## src/hdl/ddf_pkg.sv

```systemverilog
package ddf_pkg;

    // parse phases
    typedef enum logic [2:0] {
        PH_IDLE,
        PH_HASH,
        PH_RUN0,
        PH_LIT,
        PH_DESC,
        PH_DROP
    } t_phase;

    // result kinds
    typedef enum logic [1:0] {
        KIND_LIT  = 2'd0,
        KIND_FRAG = 2'd1,
        KIND_END  = 2'd2
    } t_kind;

    typedef struct packed {
        t_kind        kind;
        logic [7:0]   byte_value;
        logic [63:0]  fingerprint;
        logic [31:0]  packet_hash;
        logic [15:0]  left_limit;
        logic [15:0]  right_limit;
        logic [15:0]  position;
        logic         status;
        logic         last;
    } t_rec;

    // records produced by one step, in order: rec0 first
    typedef struct packed {
        logic [1:0] n;
        t_rec       rec0;
        t_rec       rec1;
    } t_push;

    localparam logic [15:0] RUN_TO_END     = 16'hffff;
    localparam logic [15:0] DESC_BYTES     = 16'd18;
    localparam logic [15:0] HEADER_BYTES   = 16'd6;
    localparam logic [15:0] MAX_SIZE_RESET = 16'd1500;

    localparam logic [4:0] HASH_BYTES = 5'd4;
    localparam logic [4:0] RUN_BYTES  = 5'd2;

    // byte offsets inside a descriptor
    localparam logic [4:0] DESC_HASH_AT  = 5'd8;
    localparam logic [4:0] DESC_LEFT_AT  = 5'd12;
    localparam logic [4:0] DESC_RIGHT_AT = 5'd14;
    localparam logic [4:0] DESC_RIGHT_LO = 5'd15;
    localparam logic [4:0] DESC_RUN_AT   = 5'd16;
    localparam logic [4:0] DESC_RUN_LO   = 5'd17;

    // result queue, depth a power of two
    localparam int OQ_DEPTH = 4;
    localparam int OQ_AW    = $clog2(OQ_DEPTH);
    localparam int OQ_CW    = $clog2(OQ_DEPTH + 1);

endpackage

```

## src/hdl/dedup_packet_deframer.sv

```systemverilog
// channel  | direction | handshake                | payload
// ---------+-----------+--------------------------+------------------------------------------
// in       | input     | i_in_valid / o_in_stall  | data_byte, first_byte, packet_length
// out      | output    | o_out_valid / i_out_stall| kind, byte_value, fingerprint, packet_hash,
//          |           |                          | left_limit, right_limit, position, status, last
// cfg      | input     | i_cfg_we                 | max_packet_size
//
// one byte is taken per cycle while o_in_stall is low; a byte passes through the input
// register and the parser into the result queue, whose head shows on the out channel
// the rate is set by the out channel: one record per cycle unless stalled, so a byte that
// yields a record and an end record needs two transfers, absorbed by a four-entry queue
// synchronous active-low reset clears the parse state and the queue, and loads
// max_packet_size with 1500
// o_in_stall rises only when the input register holds a byte and the queue lacks room
// for two records
module dedup_packet_deframer (
    input  logic        i_clk,
    input  logic        i_rst_n,
    // configuration
    input  logic        i_cfg_we,
    input  logic [15:0] i_cfg_data,
    // input channel
    input  logic        i_in_valid,
    output logic        o_in_stall,
    input  logic [7:0]  i_data_byte,
    input  logic        i_first_byte,
    input  logic [15:0] i_packet_length,
    // output channel
    output logic        o_out_valid,
    input  logic        i_out_stall,
    output logic [1:0]  o_kind,
    output logic [7:0]  o_byte_value,
    output logic [63:0] o_fingerprint,
    output logic [31:0] o_packet_hash,
    output logic [15:0] o_left_limit,
    output logic [15:0] o_right_limit,
    output logic [15:0] o_position,
    output logic        o_status,
    output logic        o_last
);
    import ddf_pkg::*;

    // max_packet_size register
    logic [15:0] r_max_size;

    // input register
    logic        r_in_valid;
    logic [7:0]  r_data_byte;
    logic        r_first_byte;
    logic [15:0] r_packet_length;

    logic  room;
    logic  step;
    logic  in_xfer;
    t_push push;
    t_rec  out_rec;

    always_ff @(posedge i_clk) begin
        if (!i_rst_n) begin
            r_max_size <= MAX_SIZE_RESET;
        end else if (i_cfg_we) begin
            r_max_size <= i_cfg_data;
        end
    end

    // the held byte moves into the parser when the queue can take its records
    assign step       = r_in_valid && room;
    assign o_in_stall = r_in_valid && !room;
    assign in_xfer    = i_in_valid && !o_in_stall;

    always_ff @(posedge i_clk) begin
        if (!i_rst_n) begin
            r_in_valid <= 1'b0;
        end else begin
            r_in_valid <= in_xfer || (r_in_valid && !step);
        end
    end

    // payload holds while stalled, loads on each input transfer
    always_ff @(posedge i_clk) begin
        if (in_xfer) begin
            r_data_byte     <= i_data_byte;
            r_first_byte    <= i_first_byte;
            r_packet_length <= i_packet_length;
        end
    end

    // parse state and record build for one byte
    ddf_parser u_parser (
        .i_clk           (i_clk),
        .i_rst_n         (i_rst_n),
        .i_step          (step),
        .i_data_byte     (r_data_byte),
        .i_first_byte    (r_first_byte),
        .i_packet_length (r_packet_length),
        .i_max_size      (r_max_size),
        .o_push          (push)
    );

    // result registers: up to two records written per byte, one read per transfer
    ddf_out_queue u_queue (
        .i_clk   (i_clk),
        .i_rst_n (i_rst_n),
        .i_push  (push),
        .o_room  (room),
        .o_valid (o_out_valid),
        .i_stall (i_out_stall),
        .o_rec   (out_rec)
    );

    assign o_kind        = out_rec.kind;
    assign o_byte_value  = out_rec.byte_value;
    assign o_fingerprint = out_rec.fingerprint;
    assign o_packet_hash = out_rec.packet_hash;
    assign o_left_limit  = out_rec.left_limit;
    assign o_right_limit = out_rec.right_limit;
    assign o_position    = out_rec.position;
    assign o_status      = out_rec.status;
    assign o_last        = out_rec.last;

endmodule

```

## src/hdl/ddf_parser.sv

```systemverilog
module ddf_parser (
    input  logic           i_clk,
    input  logic           i_rst_n,
    input  logic           i_step,
    input  logic [7:0]     i_data_byte,
    input  logic           i_first_byte,
    input  logic [15:0]    i_packet_length,
    input  logic [15:0]    i_max_size,
    output ddf_pkg::t_push o_push
);
    import ddf_pkg::*;

    t_phase       r_phase, n_phase;
    logic [15:0]  r_br, n_br;
    logic [4:0]   r_fbc, n_fbc;
    logic [15:0]  r_pos, n_pos;
    logic [15:0]  r_lit, n_lit;
    logic [31:0]  r_sent, n_sent;
    logic [63:0]  r_fp, n_fp;
    logic [31:0]  r_fhash, n_fhash;
    logic [15:0]  r_left, n_left;
    logic [15:0]  r_right, n_right;
    logic [15:0]  r_run, n_run;
    logic         r_err, n_err;

    always_ff @(posedge i_clk) begin
        if (!i_rst_n) begin
            r_phase <= PH_IDLE;
            r_br    <= '0;
            r_fbc   <= '0;
            r_pos   <= '0;
            r_lit   <= '0;
            r_sent  <= '0;
            r_fp    <= '0;
            r_fhash <= '0;
            r_left  <= '0;
            r_right <= '0;
            r_run   <= '0;
            r_err   <= 1'b0;
        end else begin
            r_phase <= n_phase;
            r_br    <= n_br;
            r_fbc   <= n_fbc;
            r_pos   <= n_pos;
            r_lit   <= n_lit;
            r_sent  <= n_sent;
            r_fp    <= n_fp;
            r_fhash <= n_fhash;
            r_left  <= n_left;
            r_right <= n_right;
            r_run   <= n_run;
            r_err   <= n_err;
        end
    end

    always_comb begin
        logic        active;
        logic        do_run;
        logic        do_desc;
        logic [15:0] run_len;
        logic [15:0] diff;
        logic [17:0] frag_end;
        t_rec        rec;

        n_phase = r_phase;
        n_br    = r_br;
        n_fbc   = r_fbc;
        n_pos   = r_pos;
        n_lit   = r_lit;
        n_sent  = r_sent;
        n_fp    = r_fp;
        n_fhash = r_fhash;
        n_left  = r_left;
        n_right = r_right;
        n_run   = r_run;
        n_err   = r_err;
        o_push  = '0;
        do_run  = 1'b0;
        do_desc = 1'b0;
        run_len = '0;
        diff    = '0;
        frag_end = '0;
        rec     = '0;

        active = i_step && (i_first_byte || (r_phase != PH_IDLE));

        // packet start, restarts a packet in flight
        if (i_step && i_first_byte) begin
            n_br    = i_packet_length;
            n_pos   = '0;
            n_fbc   = '0;
            n_lit   = '0;
            n_sent  = '0;
            n_run   = '0;
            n_err   = 1'b0;
            n_phase = PH_HASH;
            if (i_packet_length < HEADER_BYTES) begin
                n_err   = 1'b1;
                n_phase = PH_DROP;
            end
        end

        if (active) begin
            if (n_br != 16'd0) begin
                n_br = n_br - 16'd1;
            end

            unique case (n_phase)
                PH_HASH: begin
                    n_sent = {n_sent[23:0], i_data_byte};
                    n_fbc  = n_fbc + 5'd1;
                    if (n_fbc >= HASH_BYTES) begin
                        n_fbc   = '0;
                        n_run   = '0;
                        n_phase = PH_RUN0;
                    end
                end
                PH_RUN0: begin
                    n_run = {n_run[7:0], i_data_byte};
                    n_fbc = n_fbc + 5'd1;
                    if (n_fbc >= RUN_BYTES) begin
                        n_fbc = '0;
                        if (n_run > i_max_size || n_run > n_br) begin
                            n_err   = 1'b1;
                            n_phase = PH_DROP;
                        end else begin
                            do_run  = 1'b1;
                            run_len = n_run;
                        end
                    end
                end
                PH_LIT: begin
                    rec            = '0;
                    rec.kind       = KIND_LIT;
                    rec.byte_value = i_data_byte;
                    rec.position   = n_pos;
                    o_push.rec0    = rec;
                    o_push.n       = 2'd1;
                    n_pos = n_pos + 16'd1;
                    if (n_lit != 16'd0) begin
                        n_lit = n_lit - 16'd1;
                    end
                    if (n_lit == 16'd0) begin
                        do_desc = 1'b1;
                    end
                end
                PH_DESC: begin
                    if (n_fbc < DESC_HASH_AT) begin
                        n_fp = {n_fp[55:0], i_data_byte};
                    end else if (n_fbc < DESC_LEFT_AT) begin
                        n_fhash = {n_fhash[23:0], i_data_byte};
                    end else if (n_fbc < DESC_RIGHT_AT) begin
                        n_left = {n_left[7:0], i_data_byte};
                    end else if (n_fbc < DESC_RUN_AT) begin
                        n_right = {n_right[7:0], i_data_byte};
                    end else begin
                        n_run = {n_run[7:0], i_data_byte};
                    end

                    if (n_fbc == DESC_RIGHT_LO) begin
                        diff     = n_right - n_left;
                        frag_end = {2'b00, n_pos} + {2'b00, diff} + 18'd1;
                        if (n_left > n_right || frag_end > {2'b00, i_max_size}) begin
                            n_err   = 1'b1;
                            n_phase = PH_DROP;
                        end else begin
                            rec             = '0;
                            rec.kind        = KIND_FRAG;
                            rec.fingerprint = n_fp;
                            rec.packet_hash = n_fhash;
                            rec.left_limit  = n_left;
                            rec.right_limit = n_right;
                            rec.position    = n_pos;
                            o_push.rec0     = rec;
                            o_push.n        = 2'd1;
                            n_pos = frag_end[15:0];
                        end
                        n_fbc = n_fbc + 5'd1;
                    end else if (n_fbc == DESC_RUN_LO) begin
                        n_fbc = '0;
                        if (n_run == RUN_TO_END) begin
                            if ({1'b0, n_pos} + {1'b0, n_br} > {1'b0, i_max_size}) begin
                                n_err   = 1'b1;
                                n_phase = PH_DROP;
                            end else begin
                                do_run  = 1'b1;
                                run_len = n_br;
                            end
                        end else begin
                            if ({1'b0, n_pos} + {1'b0, n_run} > {1'b0, i_max_size}
                                || n_run > n_br) begin
                                n_err   = 1'b1;
                                n_phase = PH_DROP;
                            end else begin
                                do_run  = 1'b1;
                                run_len = n_run;
                            end
                        end
                    end else begin
                        n_fbc = n_fbc + 5'd1;
                    end
                end
                default: begin
                end
            endcase

            if (do_run) begin
                if (run_len != 16'd0) begin
                    n_lit   = run_len;
                    n_phase = PH_LIT;
                end else begin
                    do_desc = 1'b1;
                end
            end

            // fewer bytes left than a descriptor: drop them
            if (do_desc) begin
                if (n_br < DESC_BYTES) begin
                    n_phase = PH_DROP;
                end else begin
                    n_phase = PH_DESC;
                    n_fbc   = '0;
                end
            end

            // end record follows any record of this byte
            if (n_br == 16'd0) begin
                rec             = '0;
                rec.kind        = KIND_END;
                rec.packet_hash = n_sent;
                rec.position    = n_err ? 16'd0 : n_pos;
                rec.status      = n_err;
                rec.last        = 1'b1;
                if (o_push.n == 2'd0) begin
                    o_push.rec0 = rec;
                end else begin
                    o_push.rec1 = rec;
                end
                o_push.n = o_push.n + 2'd1;
                n_phase  = PH_IDLE;
                n_fbc    = '0;
                n_lit    = '0;
            end
        end
    end

endmodule

```

## src/hdl/ddf_out_queue.sv

```systemverilog
module ddf_out_queue (
    input  logic           i_clk,
    input  logic           i_rst_n,
    input  ddf_pkg::t_push i_push,
    output logic           o_room,
    output logic           o_valid,
    input  logic           i_stall,
    output ddf_pkg::t_rec  o_rec
);
    import ddf_pkg::*;

    t_rec             r_mem [OQ_DEPTH];
    logic [OQ_AW-1:0] r_wr, n_wr;
    logic [OQ_AW-1:0] r_rd, n_rd;
    logic [OQ_CW-1:0] r_count, n_count;
    logic             pop;

    assign pop     = (r_count != '0) && !i_stall;
    assign o_valid = (r_count != '0);
    assign o_rec   = r_mem[r_rd];
    // room for the two records one step can produce
    assign o_room  = (r_count <= OQ_CW'(OQ_DEPTH - 2));

    always_comb begin
        n_wr    = r_wr + OQ_AW'(i_push.n);
        n_rd    = r_rd + OQ_AW'(pop);
        n_count = r_count + OQ_CW'(i_push.n) - OQ_CW'(pop);
    end

    always_ff @(posedge i_clk) begin
        if (!i_rst_n) begin
            r_wr    <= '0;
            r_rd    <= '0;
            r_count <= '0;
        end else begin
            r_wr    <= n_wr;
            r_rd    <= n_rd;
            r_count <= n_count;
        end
    end

    always_ff @(posedge i_clk) begin
        if (i_push.n != 2'd0) begin
            r_mem[r_wr] <= i_push.rec0;
        end
        if (i_push.n == 2'd2) begin
            r_mem[r_wr + OQ_AW'(1)] <= i_push.rec1;
        end
    end

endmodule

```

## config.mk

```make
export PLATFORM = sky130hd
export DESIGN_NAME = dedup_packet_deframer
export DESIGN_NICKNAME = d
export VERILOG_FILES = /design/src/hdl/ddf_pkg.sv /design/src/hdl/dedup_packet_deframer.sv /design/src/hdl/ddf_parser.sv /design/src/hdl/ddf_out_queue.sv
export SDC_FILE = /design/constraint.sdc
export NUM_CORES = 2
export LEC_CHECK = 0
export BUFFER_PORTS_ARGS = -buffer_cell sky130_fd_sc_hd__buf_2
export CAP_MARGIN = 0
export CORE_MARGIN = 2
export CORE_UTILIZATION = 52
export CTS_CLUSTER_SIZE = 8
export DETAILED_ROUTE_END_ITERATION = 7
export PLACE_DENSITY = 0.75
export SLEW_MARGIN = 40
export SYNTH_ARGS = -nofsm -noshare
export SYNTH_HDL_FRONTEND = slang
export SYNTH_HIERARCHICAL = 1
export SYNTH_SLANG_ARGS = --single-unit
```

## constraint.sdc

```tcl
create_clock -name i_clk -period 26.6 [get_ports i_clk]
set_input_delay 1.33 -clock i_clk [delete_from_list [all_inputs] [get_ports i_clk]]
set_output_delay 1.33 -clock i_clk [all_outputs]
set_load 0.005 [all_outputs]
```

# Word level (Yosys, flattened, before mapping)
# Memories as Yosys holds them, arrays and structs flattened. A register that Yosys moved wholly into a read port is not among the register bits.
# Index checks and enable logic that the tools add are counted.
# Widths: inputs -> output; s select.
# word_totals
register_bits	282
mem_bits_rw	624
input_bits	46
n_memories	1
# mem_list
memory	words	width	rd	rd_ports_with_merged_regs	write_ports	line	rtl
u_queue.r_mem	4	156	1	1	2	ddf_out_queue.sv:12	t_rec r_mem [OQ_DEPTH];
# classes
add_sub_neg	15
magnitude_cmp	16
eq_ne	8
mux	123
reduce_logical	26
# op_table
cell	n
$mux 16	46
$mux 314	2
$mux 158	2
$pmux 158 s2	1
$mux 156	2
$mux 32	5
$mux 157	1
$gt 16x16->1	4
$mux 64	1
$pmux 16 s2	2
$add 16x16->17	3
$mux 3	16
$pmux 16 s3	1
$reduce_bool 16->1	3
$mux 5	9
$gt 17x16->1	2
$logic_not 16->1	2
$sub 16x1->16 const B	2
$mux 1	30
$add 18x1->18 const B	1
$gt 18x16->1	1
$add 16x1->16 const B	1
$eq 16x16->1 const B	1
$lt 16x3->1 const B	1
other kinds (30)	49

# Logic depth before layout (Yosys ltp)
# depth
word_depth	27
mapped_depth	49
ltp_nobuf	42

# Hierarchy
# The synthesis kept the hierarchy.
# by_module_without_submodules
mod	n_inst	cells_per_inst	area_per_inst_um2	seq_area_each_um2
ddf_out_queue	1	1560	30325.3	18878.1
ddf_parser	1	2944	20837.5	4664.5
dedup_packet_deframer	1	81	1396.3	1091.0

# Least setup slack after synthesis
# No wires, ideal clock.
# synth_path
path_kind	register to register
startpoint	register u_queue.r_count[0]
endpoint	memory u_queue/r_mem[3][0] (netlist bit), enable pin
arrival_time_ns	14.916
path_slack_ns	10.992
path_stages_with_launch	43
path_buffers	6
synth_period_minus_slack_ns	15.608
cell_sequence	dfxtp_1 -> a21oi_1 -> and2_1 -> buf_6 -> buf_6 -> buf_2 -> a21bo_2 -> nor2_1 -> clkbuf_1 -> mux2i_1 -> inv_1 -> ha_1 -> inv_1 -> a41o_1 -> a21oi_1 -> o211ai_1 -> a21boi_0 -> o21ai_0 -> [... 7 more ...] -> a31oi_1 -> o21ai_0 -> a21oi_1 -> xnor2_1 -> ha_1 -> nand3_1 -> or3_1 -> nor3_1 -> o221ai_1 -> a311o_1 -> o21ai_1 -> clkbuf_1 -> ha_1 -> and2_1 -> buf_4 -> nor2b_1 -> a21oi_1 -> nor2b_1
# synth_rtl
item	line	rtl
start, declared	ddf_out_queue.sv:15	logic [OQ_CW-1:0] r_count, n_count;
start signal, assigned	ddf_out_queue.sv:38	r_count <= n_count;
end, declared	ddf_out_queue.sv:12	

==> impl_metrics.yaml <==
floorplanning:
  num_rows: 116
  start_util: 0.5248
  die-height_um: 321.9
  die_w_um: 321.9
  ios: 204
  die_area_um2: 103600
  core_um2: 100100
routing:
  drt_pass1_iterations: 8
  viasPerCell: 6.277
  drt-total-wl_um: 147300
  drc: 12
  drt_iter0_drc: 4141
  wl_per_cell_um: 24.12
  antenna_left: 0
  via_count: 38330
synthesis:
  syn_avg_cell_area_um2: 11.46
  synth_cell_types: 102
  yosysSeqAreaShare: 0.4687
  synth_most_common_cell: "edfxtp_1"
  netlist_area_um2: 52560
  synth-edff-count: 649
  synth_commonest_cells: "edfxtp_1 (649), nand2_1 (576), mux2_2 (465), a21oi_1 (304), dfxtp_1 (257)"
  synthArstFlopShare: 0
  synth_seq_cells: 906
  synth_area_leaders: "edfxtp_1 (37%), mux2_2 (10%), dfxtp_1 (9.8%)"
  synth.top_cell.area_share: 0.3708
  yosys.area.top_type: "edfxtp_1"
  yosysWarnings: 6
  synthCells: 4585
  synth_ff_type: "edfxtp_1"
placed_design:
  placed_area_um2: 54340
  port_buffers: 203
  dp_hpwl_um: 93520
  dp.cells: 5866
  gp_congestion: 0.9678
clock_tree:
  post_cts_buffers: 0
  clkTransAtPathRegs_ps: 50
  root_buffer: "clkbuf_16"
  ctsHoldBuffers: 0
  ctsLongestPathBuffers: 3
  cts_made_buffers: 132
  tritoncts: "done"
  clk-insertion-delay-late_ps: 750
  cts_sinks: 906
  htreeDepth: 4
  cts_resized: 0
global_route:
  met1_usage: 0.3564
  gr-usage-all-layers: 0.2810
  grt_first_pass_wirelength_um: 225300
  grt_max_degree: 84
  grt_pass1_vias: 38350
  antenna_found_initial: 3
  use_met3: 0.05062
  grt.overflow.total: 0
  use_met2: 0.4704
  grt_busiest_layer: "met2"
job:
  maxCapViolCount: 0
critical_path:
  crit_top_cell: "ha_1"
  endpoint_kind: "flip-flop"
  critical-path-slowest-cell: "buf_4"
  required_ps: 27070
  rrSetupSlack_ps: 14650
  cpPeakStageDelay_ps: 800
  start_kind: "flip-flop"
  critPathKind: "reg -> reg"
  crit_path_max_fanout: 59
  cp.arrival_ps: 12420
power:
  power_density_nw_per_um2: 64.23
  p_leak_nw: 21.66
  irDropWorstVdd_mv: 0.06796
final_layout:
  multi_input_area_um2: 25770
  design_area_um2: 58370
  syn_to_final_growth_pct: 11.05
  register_area_um2: 24640
  num_antenna_cells: 0
  final_cells: 6107
  fillCellCount: 8051
  final_nets: 4930
  layout-drive-gt1-share: 0.2352
sta:
  slew_headroom: 0.3785
  worst_pin_slew_ps: 928.9
  max_freq_mhz: 83.66
  clock_skew_ps: 34.28
  fin_tns_setup_ps: 0
  slew_viol_final: 0
  finalCritPeriodShare: 0.4493
  layout_min_cycle_time_ps: 11950
  finalSetupViolCount: 0
  rsz0062_at_grt: "false"
  hold_viol: 0
status:
  violations: "design-rule violations"
  status: "finished, violations left"
hold_path:
  hold_class: "reg -> reg"
[critical path, delay by kind of cell, from the launching register on]
family | cells | cell delay, ps
AO/OA/AOI/OAI | 13 | 2650
XOR/XNOR | 2 | 280
adder cells (fa/ha/maj) | 4 | 1050
buffers and inverters | 4 | 2180
flip-flops | 1 | 540
multiplexers | 2 | 820
AND/OR/NAND/NOR | 11 | 4080
[final timing paths]
| path | start | end | depth (start not counted) |
|---|---|---|---|
| max | u_parser/r_fbc[3]$_SDFF_PN0_ | u_queue/r_mem[2][89]$_DFFE_PP_ | 36 |
| min | u_parser/r_fhash[26]$_SDFFE_PN0P_ | u_parser/r_fhash[26]$_SDFFE_PN0P_ | 2 |
| max reg2reg | u_parser/r_fbc[3]$_SDFF_PN0_ | u_queue/r_mem[2][89]$_DFFE_PP_ | 36 |
| min reg2reg | u_parser/r_fhash[26]$_SDFFE_PN0P_ | u_parser/r_fhash[26]$_SDFFE_PN0P_ | 2 |
[cell usage in the layout, fill, tap and decap left out, drive strengths merged, types with 12 or more instances in the layout]
| master | Yosys | final |
|---|---|---|
| nand2b | 19 | 19 |
| nand2 | 578 | 578 |
| dfxtp | 257 | 257 |
| conb | 1 | 105 |
| o22ai | 32 | 32 |
| a21oi | 305 | 305 |
| clkbuf | 159 | 224 |
| a222oi | 19 | 19 |
| o211ai | 17 | 17 |
| nor3 | 48 | 48 |
| ha | 177 | 177 |
| mux2 | 634 | 634 |
| a21o | 21 | 21 |
| nor2 | 256 | 256 |
| buf | 240 | 279 |
| edfxtp | 649 | 649 |
| o21a | 17 | 17 |
| nor4 | 12 | 12 |
| mux4 | 156 | 156 |
| a22oi | 43 | 43 |
| mux2i | 99 | 99 |
| inv | 133 | 140 |
| a211oi | 66 | 66 |
| nand3 | 78 | 78 |
| and2 | 33 | 33 |
| a31oi | 17 | 17 |
| and3 | 55 | 55 |
| xor2 | 24 | 24 |
| nor2b | 23 | 23 |
| nand4 | 35 | 35 |
| o21ai | 137 | 137 |
| xnor2 | 59 | 59 |
[cells by family (layout without fill, tap and decap cells)]
group / Yosys count / after routing / synth area share
compound gates: 804 / 804 / 0.09839
mux: 889 / 889 / 0.2215
simple gates: 1189 / 1189 / 0.1022
flops: 906 / 906 / 0.4687
other cells: 1 / 105 / 0.00007135
buf+inv: 532 / 652 / 0.05163
fa+ha+maj: 181 / 181 / 0.04366
xor+xnor: 83 / 83 / 0.01383
[final cells by class]
type	count	share of cell area
clock inverter	16	0.005295
multi-input combinational	3251	0.4416
sequential	906	0.4222
tap	1298	0.02782
clock buffer	224	0.06322
inverter	133	0.008682
timing repair buffer	279	0.03121
[registers in the layout (all words and copies together), names as in the netlist, 16 cells and up]
| register | cells |
|---|---|
| u_parser/r_right | 16 |
| u_parser/r_run | 16 |
| r_max_size | 16 |
| u_parser/r_lit | 16 |
| u_parser/r_fp | 64 |
| u_parser/r_br | 16 |
| u_queue/r_mem | 624 |
| r_packet_length | 16 |
| u_parser/r_fhash | 32 |
| u_parser/r_sent | 32 |
| u_parser/r_pos | 16 |
| u_parser/r_left | 16 |
[layer usage]
layer / wire, µm / vias up
li1: - / 17230
met3: 11810 / 371
met2: 71530 / 1832
met5: 0 / -
met1: 57970 / 18900
met4: 5997 / 0
[power by group]
group | switching [mW] | internal (mW) | leakage, nW
Sequential | 0.0156 | 1.51 | 7.84
Combinational | 0.377 | 0.245 | 11.9
Clock | 0.649 | 0.953 | 1.89
[through the flow]
| stage | setup slack [ps] | total power, mW | utilization | hold WS [ps] |
|---|---|---|---|---|
| final | 14650 | 3.749 | 0.5828 | 459.5 |
| after floorplan | 10990 | 1.971 | - | 435.7 |
| after detailed placement | 14680 | 2.163 | 0.5426 | 446.7 |
| after global placement | 14680 | 2.146 | 0.5400 | 440.9 |
| after global routing | 13940 | 3.880 | 0.5828 | 474.3 |
| after CTS | 14610 | 3.763 | 0.5825 | 459.5 |
Note: power is estimated with default switching activity, not from simulation.
